==> config.mk <==
export PLATFORM = sky130hd
export DESIGN_NAME = debounced_pulse_wind_speed_meter
export DESIGN_NICKNAME = d
export VERILOG_FILES = /design/src/design/wsm_pkg.sv /design/src/design/wsm_edge_counter.sv /design/src/design/wsm_serial_mul.sv /design/src/design/wsm_ring.sv /design/src/design/debounced_pulse_wind_speed_meter.sv
export SDC_FILE = /design/constraint.sdc
export NUM_CORES = 2
export LEC_CHECK = 0
export ABC_AREA = 1
export BUFFER_PORTS_ARGS = -buffer_cell sky130_fd_sc_hd__buf_4
export CORE_MARGIN = 2
export CORE_UTILIZATION = 38
export CTS_CLUSTER_DIAMETER = 40
export DETAILED_ROUTE_END_ITERATION = 12
export GPL_ROUTABILITY_DRIVEN = 1
export HOLD_SLACK_MARGIN = 0.06
export SETUP_SLACK_MARGIN = 0.05
export SYNTH_ARGS = -nofsm -noshare
export SYNTH_HDL_FRONTEND = slang
export SYNTH_HIERARCHICAL = 1
export SYNTH_SLANG_ARGS = --single-unit
==> constraint.sdc <==
create_clock -name clk_i -period 4.6 [get_ports clk_i]
set_clock_uncertainty 0.2 [all_clocks]
set_input_delay 0.92 -clock clk_i [delete_from_list [all_inputs] [get_ports clk_i]]
set_output_delay 0.92 -clock clk_i [all_outputs]
set_load 0.1 [all_outputs]
==> src/design/wsm_pkg.sv <==
// Shared types and constants of the wind speed meter.
// No dependencies; every module of the block imports this package.
`timescale 1ns / 1ps

package wsm_pkg;

  // Field widths
  localparam int unsigned TIME_W     = 32;
  localparam int unsigned DEBOUNCE_W = 20;
  localparam int unsigned COEF_W     = 24;
  localparam int unsigned COUNT_W    = 8;
  localparam int unsigned SUM_W      = 16;
  localparam int unsigned MS_W       = 24;
  localparam int unsigned KMH_W      = 26;
  localparam int unsigned OUT_DATA_W = 64;

  // Serial multiplier: operand A is taken whole, operand B one bit a cycle
  localparam int unsigned MUL_A_W = 32;
  localparam int unsigned MUL_B_W = 16;
  localparam int unsigned PROD_W  = MUL_A_W + MUL_B_W;

  // sum * gain is Q16.24 in 40 bits
  localparam int unsigned RAW_W   = SUM_W + COEF_W;
  localparam int unsigned FRAC_DROP = 8;
  localparam int unsigned V_W     = RAW_W - FRAC_DROP;

  // km/h = v * 14746 / 4096
  localparam logic [MUL_B_W-1:0] KMH_FACTOR = MUL_B_W'(14746);
  localparam int unsigned KMH_SHIFT = 12;

  // Reset values of the registers
  localparam logic [DEBOUNCE_W-1:0] DEBOUNCE_RST = DEBOUNCE_W'(6000);
  localparam logic [COEF_W-1:0]     GAIN_RST     = COEF_W'(143073);
  localparam logic [COEF_W-1:0]     OFFSET_RST   = COEF_W'(2528904);

  localparam int unsigned WINDOW_DEPTH_DEF = 140;

  // Configuration register indexes
  localparam int unsigned CFG_ADDR_W = 2;
  localparam logic [CFG_ADDR_W-1:0] REG_DEBOUNCE = 2'd0;
  localparam logic [CFG_ADDR_W-1:0] REG_GAIN     = 2'd1;
  localparam logic [CFG_ADDR_W-1:0] REG_OFFSET   = 2'd2;

  // Item kinds
  localparam logic CMD_EDGE   = 1'b0;
  localparam logic CMD_PERIOD = 1'b1;

  // Control toward the edge counter
  typedef struct packed {
    logic start;
    logic clear;
  } edge_ctrl_t;

  // Request toward the serial multiplier
  typedef struct packed {
    logic               start;
    logic [MUL_A_W-1:0] a;
    logic [MUL_B_W-1:0] b;
  } mul_req_t;

  // Control toward the window ring
  typedef struct packed {
    logic               rd;
    logic               upd;
    logic [COUNT_W-1:0] count;
  } ring_ctrl_t;

endpackage

==> src/design/wsm_edge_counter.sv <==
// Debounced edge counter: bit-serial wrapping subtract and compare of an
// edge time against the last accepted edge. Depends on wsm_pkg.
`timescale 1ns / 1ps

module wsm_edge_counter (
  input  logic                          clk_i,
  input  logic                          rst_ni,
  input  wsm_pkg::edge_ctrl_t           ctrl_i,
  input  logic [wsm_pkg::TIME_W-1:0]    time_i,
  input  logic [wsm_pkg::DEBOUNCE_W-1:0] debounce_i,
  output logic                          busy_o,
  output logic [wsm_pkg::COUNT_W-1:0]   count_o
);
  import wsm_pkg::*;

  localparam int unsigned CNT_W = $clog2(TIME_W);

  logic                  busy_q;
  logic [CNT_W-1:0]      cnt_q;
  logic [TIME_W-1:0]     t_q, t_d;
  logic [TIME_W-1:0]     last_q, last_rot;
  logic [DEBOUNCE_W-1:0] db_q;
  logic                  borrow_q, borrow_d;
  logic                  gt_q, gt_d;
  logic [COUNT_W-1:0]    count_q;
  logic                  diff_bit;
  logic                  last_bit;

  // One bit of t - last per cycle, LSB first; track diff > debounce
  always_comb begin
    diff_bit = t_q[0] ^ last_q[0] ^ borrow_q;
    borrow_d = (~t_q[0] & last_q[0]) | (~(t_q[0] ^ last_q[0]) & borrow_q);
    gt_d     = (diff_bit != db_q[0]) ? diff_bit : gt_q;
    t_d      = {t_q[0], t_q[TIME_W-1:1]};
    last_rot = {last_q[0], last_q[TIME_W-1:1]};
    last_bit = (cnt_q == CNT_W'(TIME_W - 1));
  end

  always_ff @(posedge clk_i or negedge rst_ni) begin
    if (!rst_ni) begin
      busy_q   <= 1'b0;
      cnt_q    <= '0;
      last_q   <= '0;
      count_q  <= '0;
      borrow_q <= 1'b0;
      gt_q     <= 1'b0;
    end else if (ctrl_i.start) begin
      busy_q   <= 1'b1;
      cnt_q    <= '0;
      borrow_q <= 1'b0;
      gt_q     <= 1'b0;
    end else if (busy_q) begin
      cnt_q    <= cnt_q + 1'b1;
      borrow_q <= borrow_d;
      gt_q     <= gt_d;
      // t has rotated back to its loaded value on the last bit
      if (last_bit) begin
        busy_q <= 1'b0;
        if (gt_d) begin
          last_q <= t_d;
          if (count_q != '1) begin
            count_q <= count_q + 1'b1;
          end
        end else begin
          last_q <= last_rot;
        end
      end else begin
        last_q <= last_rot;
      end
    end else if (ctrl_i.clear) begin
      count_q <= '0;
    end
  end

  // Operand shift registers
  always_ff @(posedge clk_i) begin
    if (ctrl_i.start) begin
      t_q  <= time_i;
      db_q <= debounce_i;
    end else if (busy_q) begin
      t_q  <= t_d;
      db_q <= {1'b0, db_q[DEBOUNCE_W-1:1]};
    end
  end

  assign busy_o  = busy_q;
  assign count_o = count_q;

endmodule

==> src/design/wsm_serial_mul.sv <==
// Shift-add multiplier, one bit of operand B per cycle.
// Depends on wsm_pkg.
`timescale 1ns / 1ps

module wsm_serial_mul (
  input  logic                        clk_i,
  input  logic                        rst_ni,
  input  wsm_pkg::mul_req_t           req_i,
  output logic                        busy_o,
  output logic [wsm_pkg::PROD_W-1:0]  prod_o
);
  import wsm_pkg::*;

  localparam int unsigned CNT_W = $clog2(MUL_B_W);

  logic               busy_q;
  logic [CNT_W-1:0]   cnt_q;
  logic [MUL_A_W-1:0] a_q;
  logic [MUL_B_W-1:0] b_q;
  logic [PROD_W-1:0]  acc_q, acc_d;
  logic [MUL_A_W:0]   part_sum;

  // Add A into the upper half when the current B bit is set, shift right
  always_comb begin
    part_sum = {1'b0, acc_q[PROD_W-1:MUL_B_W]} + (b_q[0] ? {1'b0, a_q} : '0);
    acc_d    = {part_sum, acc_q[MUL_B_W-1:1]};
  end

  always_ff @(posedge clk_i or negedge rst_ni) begin
    if (!rst_ni) begin
      busy_q <= 1'b0;
      cnt_q  <= '0;
    end else if (req_i.start) begin
      busy_q <= 1'b1;
      cnt_q  <= '0;
    end else if (busy_q) begin
      cnt_q <= cnt_q + 1'b1;
      if (cnt_q == CNT_W'(MUL_B_W - 1)) begin
        busy_q <= 1'b0;
      end
    end
  end

  always_ff @(posedge clk_i) begin
    if (req_i.start) begin
      a_q   <= req_i.a;
      b_q   <= req_i.b;
      acc_q <= '0;
    end else if (busy_q) begin
      b_q   <= {1'b0, b_q[MUL_B_W-1:1]};
      acc_q <= acc_d;
    end
  end

  assign busy_o = busy_q;
  assign prod_o = acc_q;

endmodule

==> src/design/wsm_ring.sv <==
// Window ring of period counts with its running sum. Slot memory with
// registered read; per-slot valid bits make unwritten slots read as zero.
// Depends on wsm_pkg.
`timescale 1ns / 1ps

module wsm_ring #(
  parameter int unsigned WINDOW_DEPTH = wsm_pkg::WINDOW_DEPTH_DEF
) (
  input  logic                       clk_i,
  input  logic                       rst_ni,
  input  wsm_pkg::ring_ctrl_t        ctrl_i,
  output logic [wsm_pkg::SUM_W-1:0]  sum_o
);
  import wsm_pkg::*;

  localparam int unsigned IDX_W = (WINDOW_DEPTH > 1) ? $clog2(WINDOW_DEPTH) : 1;

  logic [COUNT_W-1:0] mem_q [WINDOW_DEPTH];
  logic [WINDOW_DEPTH-1:0] vld_q;
  logic [IDX_W-1:0]   slot_q;
  logic [COUNT_W-1:0] rd_data_q;
  logic               rd_vld_q;
  logic [SUM_W-1:0]   sum_q;
  logic [COUNT_W-1:0] old_count;

  assign old_count = rd_vld_q ? rd_data_q : '0;

  // Slot memory: read the oldest count, then overwrite it
  always_ff @(posedge clk_i) begin
    if (ctrl_i.rd) begin
      rd_data_q <= mem_q[slot_q];
    end
    if (ctrl_i.upd) begin
      mem_q[slot_q] <= ctrl_i.count;
    end
  end

  // Valid bits, slot pointer and running sum
  always_ff @(posedge clk_i or negedge rst_ni) begin
    if (!rst_ni) begin
      vld_q    <= '0;
      slot_q   <= '0;
      sum_q    <= '0;
      rd_vld_q <= 1'b0;
    end else begin
      if (ctrl_i.rd) begin
        rd_vld_q <= vld_q[slot_q];
      end
      if (ctrl_i.upd) begin
        vld_q[slot_q] <= 1'b1;
        sum_q <= sum_q - SUM_W'(old_count) + SUM_W'(ctrl_i.count);
        if (slot_q == IDX_W'(WINDOW_DEPTH - 1)) begin
          slot_q <= '0;
        end else begin
          slot_q <= slot_q + 1'b1;
        end
      end
    end
  end

  assign sum_o = sum_q;

endmodule

==> src/design/debounced_pulse_wind_speed_meter.sv <==
// Wind speed meter top level: sequencer, registers and output stage.
// Depends on wsm_pkg, wsm_edge_counter, wsm_serial_mul and wsm_ring.
//
// Usage: items enter on the s_axis channel. tuser[0] selects the kind:
// 0 is a rising anemometer edge with its microsecond time in tdata, 1 closes
// a sample period. An edge item yields nothing; it is checked against the
// debounce time by a bit-serial subtractor, one bit per cycle, and s_axis is
// ready again once it is done. A period item stores the count in the window
// ring, updates the sum and runs two shift-add multiplies (sum * gain, then
// m/s * 14746); it yields one result on m_axis, and s_axis is ready again in
// the same cycle that the result appears.
// Results sit in an output register: the block takes further edge items
// while a result waits, and a period item only finishes once that register
// is free, so a stalled receiver holds back at most one completed result.
// Write registers on the cfg channel (always ready) only while idle; the block
// does not enforce it. Reset restores register defaults, zeroes the pulse
// count, last edge time and running sum, and marks every ring slot empty at once.
`timescale 1ns / 1ps

module debounced_pulse_wind_speed_meter #(
  parameter int unsigned WINDOW_DEPTH = wsm_pkg::WINDOW_DEPTH_DEF
) (
  input  logic                              clk_i,
  input  logic                              rst_ni,
  // cfg_data_i: register value, low bits used
  input  logic                              cfg_valid_i,
  output logic                              cfg_ready_o,
  input  logic [wsm_pkg::CFG_ADDR_W-1:0]    cfg_addr_i,
  input  logic [wsm_pkg::COEF_W-1:0]        cfg_data_i,
  input  logic                              s_axis_tvalid_i,
  output logic                              s_axis_tready_o,
  // tdata: [31:0] time_us
  input  logic [wsm_pkg::TIME_W-1:0]        s_axis_tdata_i,
  // tuser: [0] command
  input  logic                              s_axis_tuser_i,
  output logic                              m_axis_tvalid_o,
  input  logic                              m_axis_tready_i,
  // tdata: [23:0] speed_ms, [49:24] speed_kmh, [57:50] period_count,
  //        [58] clamped, [63:59] zero
  output logic [wsm_pkg::OUT_DATA_W-1:0]    m_axis_tdata_o
);
  import wsm_pkg::*;

  typedef enum logic [8:0] {
    ST_IDLE   = 9'b000000001,
    ST_EDGE   = 9'b000000010,
    ST_READ   = 9'b000000100,
    ST_UPDATE = 9'b000001000,
    ST_MUL_GO = 9'b000010000,
    ST_MUL1   = 9'b000100000,
    ST_OFFSET = 9'b001000000,
    ST_MUL2   = 9'b010000000,
    ST_OUT    = 9'b100000000
  } state_e;

  state_e state_q, state_d;

  logic [DEBOUNCE_W-1:0] debounce_q;
  logic [COEF_W-1:0]     gain_q;
  logic [COEF_W-1:0]     offset_q;

  logic                  in_accept;
  edge_ctrl_t            edge_ctrl;
  logic                  edge_busy;
  logic [COUNT_W-1:0]    edge_count;
  mul_req_t              mul_req;
  logic                  mul_busy;
  logic [PROD_W-1:0]     prod;
  ring_ctrl_t            ring_ctrl;
  logic [SUM_W-1:0]      win_sum;

  logic [COUNT_W-1:0]    count_q;
  logic [V_W-1:0]        v_q, v_d;
  logic                  clamp_q, clamp_d;
  logic [RAW_W:0]        diff;
  logic [MS_W-1:0]       ms_sat;
  logic [KMH_W-1:0]      kmh_sat;
  logic                  out_free;

  logic                  out_valid_q;
  logic [MS_W-1:0]       out_ms_q;
  logic [KMH_W-1:0]      out_kmh_q;
  logic [COUNT_W-1:0]    out_count_q;
  logic                  out_clamp_q;

  // Configuration registers
  assign cfg_ready_o = 1'b1;

  always_ff @(posedge clk_i or negedge rst_ni) begin
    if (!rst_ni) begin
      debounce_q <= DEBOUNCE_RST;
      gain_q     <= GAIN_RST;
      offset_q   <= OFFSET_RST;
    end else if (cfg_valid_i) begin
      unique case (cfg_addr_i)
        REG_DEBOUNCE: debounce_q <= cfg_data_i[DEBOUNCE_W-1:0];
        REG_GAIN:     gain_q     <= cfg_data_i;
        REG_OFFSET:   offset_q   <= cfg_data_i;
        default:      ;
      endcase
    end
  end

  assign s_axis_tready_o = (state_q == ST_IDLE);
  assign in_accept       = s_axis_tvalid_i && s_axis_tready_o;
  assign out_free        = !out_valid_q || m_axis_tready_i;

  // Sub-unit control
  always_comb begin
    edge_ctrl.start = in_accept && (s_axis_tuser_i == CMD_EDGE);
    edge_ctrl.clear = in_accept && (s_axis_tuser_i == CMD_PERIOD);

    ring_ctrl.rd    = (state_q == ST_READ);
    ring_ctrl.upd   = (state_q == ST_UPDATE);
    ring_ctrl.count = count_q;

    // Offset step: clamp test and Q16.16 speed
    diff    = {1'b0, prod[RAW_W-1:0]} - (RAW_W + 1)'(offset_q);
    clamp_d = diff[RAW_W];
    v_d     = clamp_d ? '0 : diff[RAW_W-1:FRAC_DROP];

    mul_req.start = (state_q == ST_MUL_GO) || (state_q == ST_OFFSET);
    if (state_q == ST_MUL_GO) begin
      mul_req.a = MUL_A_W'(gain_q);
      mul_req.b = MUL_B_W'(win_sum);
    end else begin
      mul_req.a = MUL_A_W'(v_d);
      mul_req.b = KMH_FACTOR;
    end

    // Saturate both speeds
    ms_sat  = (|v_q[V_W-1:MS_W]) ? '1 : v_q[MS_W-1:0];
    kmh_sat = (|prod[PROD_W-1:KMH_SHIFT+KMH_W]) ? '1 : prod[KMH_SHIFT+KMH_W-1:KMH_SHIFT];
  end

  // Sequencer
  always_comb begin
    state_d = state_q;
    unique case (state_q)
      ST_IDLE: begin
        if (in_accept) begin
          state_d = (s_axis_tuser_i == CMD_EDGE) ? ST_EDGE : ST_READ;
        end
      end
      ST_EDGE:   if (!edge_busy) state_d = ST_IDLE;
      ST_READ:   state_d = ST_UPDATE;
      ST_UPDATE: state_d = ST_MUL_GO;
      ST_MUL_GO: state_d = ST_MUL1;
      ST_MUL1:   if (!mul_busy) state_d = ST_OFFSET;
      ST_OFFSET: state_d = ST_MUL2;
      ST_MUL2:   if (!mul_busy) state_d = ST_OUT;
      ST_OUT:    if (out_free) state_d = ST_IDLE;
      default:   state_d = ST_IDLE;
    endcase
  end

  always_ff @(posedge clk_i or negedge rst_ni) begin
    if (!rst_ni) begin
      state_q <= ST_IDLE;
    end else begin
      state_q <= state_d;
    end
  end

  // Hold the closed period's count and the speed between steps
  always_ff @(posedge clk_i) begin
    if (edge_ctrl.clear) begin
      count_q <= edge_count;
    end
    if (state_q == ST_OFFSET) begin
      v_q     <= v_d;
      clamp_q <= clamp_d;
    end
  end

  // Output register
  always_ff @(posedge clk_i or negedge rst_ni) begin
    if (!rst_ni) begin
      out_valid_q <= 1'b0;
    end else if ((state_q == ST_OUT) && out_free) begin
      out_valid_q <= 1'b1;
    end else if (m_axis_tready_i) begin
      out_valid_q <= 1'b0;
    end
  end

  always_ff @(posedge clk_i) begin
    if ((state_q == ST_OUT) && out_free) begin
      out_ms_q    <= ms_sat;
      out_kmh_q   <= kmh_sat;
      out_count_q <= count_q;
      out_clamp_q <= clamp_q;
    end
  end

  assign m_axis_tvalid_o = out_valid_q;
  assign m_axis_tdata_o  = {5'b0, out_clamp_q, out_count_q, out_kmh_q, out_ms_q};

  wsm_edge_counter u_edge (
    .clk_i      (clk_i),
    .rst_ni     (rst_ni),
    .ctrl_i     (edge_ctrl),
    .time_i     (s_axis_tdata_i),
    .debounce_i (debounce_q),
    .busy_o     (edge_busy),
    .count_o    (edge_count)
  );

  wsm_serial_mul u_mul (
    .clk_i  (clk_i),
    .rst_ni (rst_ni),
    .req_i  (mul_req),
    .busy_o (mul_busy),
    .prod_o (prod)
  );

  wsm_ring #(
    .WINDOW_DEPTH (WINDOW_DEPTH)
  ) u_ring (
    .clk_i  (clk_i),
    .rst_ni (rst_ni),
    .ctrl_i (ring_ctrl),
    .sum_o  (win_sum)
  );

  // A clamped result carries zero speeds
  a_clamp_zero: assert property (@(posedge clk_i) disable iff (!rst_ni)
    (m_axis_tvalid_o && m_axis_tdata_o[58]) |->
      (m_axis_tdata_o[23:0] == '0) && (m_axis_tdata_o[49:24] == '0))
    else $error("clamped result with nonzero speed");

  // The edge checker and the multiplier never run together
  a_units_exclusive: assert property (@(posedge clk_i) disable iff (!rst_ni)
    !(edge_busy && mul_busy))
    else $error("edge checker and multiplier busy together");

  // Closing a period restarts the pulse count
  a_count_cleared: assert property (@(posedge clk_i) disable iff (!rst_ni)
    (in_accept && (s_axis_tuser_i == CMD_PERIOD)) |=> (edge_count == '0))
    else $error("pulse count not cleared at period end");

endmodule

==> impl_metrics.json <==
{
  "crit_path_max_fanout": 216,
  "whs_ns": 0.136,
  "cp-start-kind": "register",
  "use_met1_pct": 28.5,
  "busiest_layer": "met2",
  "required_ns": 5.10,
  "grt_util_met3_pct": 3.60,
  "dpl-instance-area_mm2": 0.0771,
  "path_depth": 9,
  "swShare_pct": 36.5,
  "fin_tns_setup_ns": 0,
  "ys_ff_latch": 1672,
  "die_h_um": 444,
  "slew_viol_final": 0,
  "cts_tree": "built",
  "ctsResizeCount": 0,
  "io_pins": 131,
  "final-hold-violation-count": 0,
  "initial_core_util_pct": 38.2,
  "path_cells": "buf_12 > o21ai_0 > o22ai_1 > nand2_1 > nand2_1 > nor2_1 > o2bb2ai_1 > nor2_1 > nand2_1",
  "fp.coreArea_mm2": 0.192,
  "hold_path.class": "in2reg",
  "met2_usage_pct": 33.4,
  "dp.final_hpwl_um": 129000,
  "holdPathStages": 2,
  "power_density_mw_per_mm2": 593,
  "wl_per_cell_um": 20.8,
  "finalSetupViolCount": 0,
  "synth_edf_count": 1328,
  "max_stage_delay_ns": 0.79,
  "die_w_um": 444,
  "ant_nets": 0,
  "numPortBuffers": 124,
  "worst_slew_pin_slew_ns": 1.18,
  "yosys_warnings": 6,
  "grt_pass1_vias": 50600,
  "totalWireLength_um": 208000,
  "syn_area_mm2": 0.0735,
  "outcome": "finished clean",
  "synth_cells": 7149,
  "crit_path_top_delay_cell": "dfrtp_4",
  "rr_worst_depth": 9,
  "worstSetupPathType": "reg2reg",
  "max_freq_ghz": 0.273,
  "power_leakage_nw": 32.8,
  "final_cell_mix": "nand2_1 (1549), edfxtp_1 (1328), nor2_1 (1043), o21ai_0 (784), inv_1 (619)",
  "antennaDiodeCount": 0,
  "maxCapViolations": 0,
  "cts-htree-levels": 4,
  "syn_avg_cell_area_um2": 10.3,
  "yosysSeqAreaShare_pct": 65.7,
  "internal-power_mw": 31.6,
  "rows": 161,
  "dieArea_mm2": 0.197,
  "grt_setup_unrepaired": "false",
  "ys_types": 61,
  "grt_pass1_wl_um": 316000,
  "drtIter0Drc": 5421,
  "vias_per_cell": 5.24,
  "areaGrowthSynthToFinish_pct": 14.2,
  "async_reset_ff_share_pct": 17.7,
  "clk_latency_ns": 0.85,
  "ir_worst_vdd_v": 0.000553,
  "synth_flop_cell": "edfxtp_1",
  "final_nets": 7439,
  "grt_max_degree": 217,
  "cpMostUsedCell": "nand2_1",
  "cts_made_buffers": 209,
  "switching_power_mw": 18.2,
  "grtUsageTotal_pct": 20.8,
  "mostFrequentLayoutCell": "nand2_1",
  "cts_hold_buf": 2,
  "antenna_found_initial": 2,
  "final_area_mm2": 0.0840,
  "arrival_ns": 4.17,
  "crit_family": "compound AO/OA/AOI/OAI gates",
  "cp_num_buf_inv": 1,
  "end_kind": "register",
  "num_vias": 52400,
  "max-slew-margin-rel_pct": 21.1,
  "cts.sinks": 1672,
  "p_seq_share_pct": 37.6,
  "clk_path_buf_depth": 3,
  "power_frac_clock_pct": 32.2,
  "cts_setup_buffers": 0,
  "clk_pin_slew_ns": 0.06,
  "grt-ovfl-total": 0,
  "fin_crit_sh_pct": 79.6,
  "cts_root_buf": "clkbuf_16",
  "dr.pass1.iters": 7,
  "place.gp.congestion": 0.923,
  "period_minus_slack_ns": 3.66,
  "drc_errors": 0,
  "layout-drive-gt1-share_pct": 10.3,
  "combPwrFrac_pct": 30.3
}
-- metrics by stage --
step                total power, mW  util [%]  instances  worst slack (ns)
floorplan                      29.7         -       7153             0.111
global placement               33.8      40.1       9599              1.05
detailed placement             33.9      40.1       9599              1.02
CTS                            50.0      43.7       9999             0.984
global route                   52.6      43.7       9999             0.713
finish                         49.8      43.7       9999             0.938
-- power groups by stage --
| stage | clock network, mW | registers, mW | logic [mW] |
|---|---|---|---|
| finish | 16.0 | 18.7 | 15.1 |
| global placement | 0 | 19.0 | 14.8 |
| floorplan | 0 | 18.8 | 10.8 |
| global route | 17.0 | 18.8 | 16.8 |
| detailed placement | 0 | 19.0 | 14.9 |
| CTS | 16.3 | 18.7 | 14.9 |
-- registers in the layout, indices dropped and copies added, names as in the netlist, 26 cells and up --
register / count
u_ring/mem_q: 1120
u_ring/vld_q: 140
u_mul/prod_o: 48
u_edge/last_q: 32
u_edge/t_q: 32
u_mul/a_q: 32
v_q: 32
out_kmh_q: 26
-- cells in the mapped netlist, types with 14 or more instances --
library cell,number,area (µm²)
nor2_2,15,93.8
a21oi_1,140,701
nor3_1,26,130
dfxtp_1,48,961
o22ai_1,269,1680
nor2_1,1051,3950
nand2_1,1550,5820
xnor2_1,19,166
o21ai_0,784,3920
buf_2,118,591
nand3_1,201,1010
buf_1,15,56.3
buf_4,34,255
nand2_2,14,87.6
inv_1,620,2330
edfxtp_1,1328,39900
inv_2,14,52.6
o21ai_1,120,601
dfrtp_1,270,6760
ha_1,79,988
dfstp_2,26,683
or2_2,22,138
nand4_1,53,332
buf_6,47,529
clkbuf_1,159,597
-- layout make-up --
| type | count | area [µm²] |
|---|---|---|
| Sequential cell | 1672 | 48300 |
| Inverter | 637 | 2420 |
| Tap cell | 2526 | 3160 |
| Fill cell | 18000 | 108000 |
| Multi-Input combinational cell | 4469 | 20900 |
| Timing Repair Buffer | 297 | 2400 |
| Clock buffer | 257 | 5550 |
| Clock inverter | 141 | 1310 |
-- path summary, 6_finish.rpt --
| check | from | end | slack, ns |
|---|---|---|---|
| worst max register to register | u_ring/slot_q[0] | u_ring/rd_data_q[0] | 0.94 |
| worst min-delay path | s_axis_tuser_i | state_q[1] | 0.14 |
| min in group asynchronous | rst_ni | u_edge/last_q[30] | 0.49 |
| max in group asynchronous | rst_ni | u_ring/vld_q[6] | 2.61 |
| worst min register to register | clamp_q | out_clamp_q | 0.24 |
| worst max-delay path | u_ring/slot_q[0] | u_ring/rd_data_q[0] | 0.94 |
-- cell families (layout without fill, tap and decap cells) --
family	Yosys count	in the layout	share of synthesized area [%]
and+or+nand+nor	2988	2988	16.4
DFF	1672	1672	65.7
AOI/OAI and AO/OA	1355	1355	9.87
buffers and inverters	1012	1332	6.05
adders and majority gates	89	89	1.62
xor gates and xnor gates	31	31	0.369
other	2	6	0.0102
-- worst reg2reg max path, cell delays in order (launching register included) --
cell	delay (ns)
dfrtp_4	0.79
buf_12	0.59
o21ai_0	0.56
o22ai_1	0.35
nand2_1	0.14
nand2_1	0.09
nor2_1	0.10
o2bb2ai_1	0.53
nor2_1	0.09
nand2_1	0.10
-- per-layer routing --
layer	vias to the layer above	part of all wire, %	wire length [µm]
met3	332	7.2	15000
met2	1969	46	96400
li1	24500	-	-
met4	0	3.1	6520
met5	-	0	0
met1	25600	43	89800
Note: power is estimated with default switching activity, not from simulation.
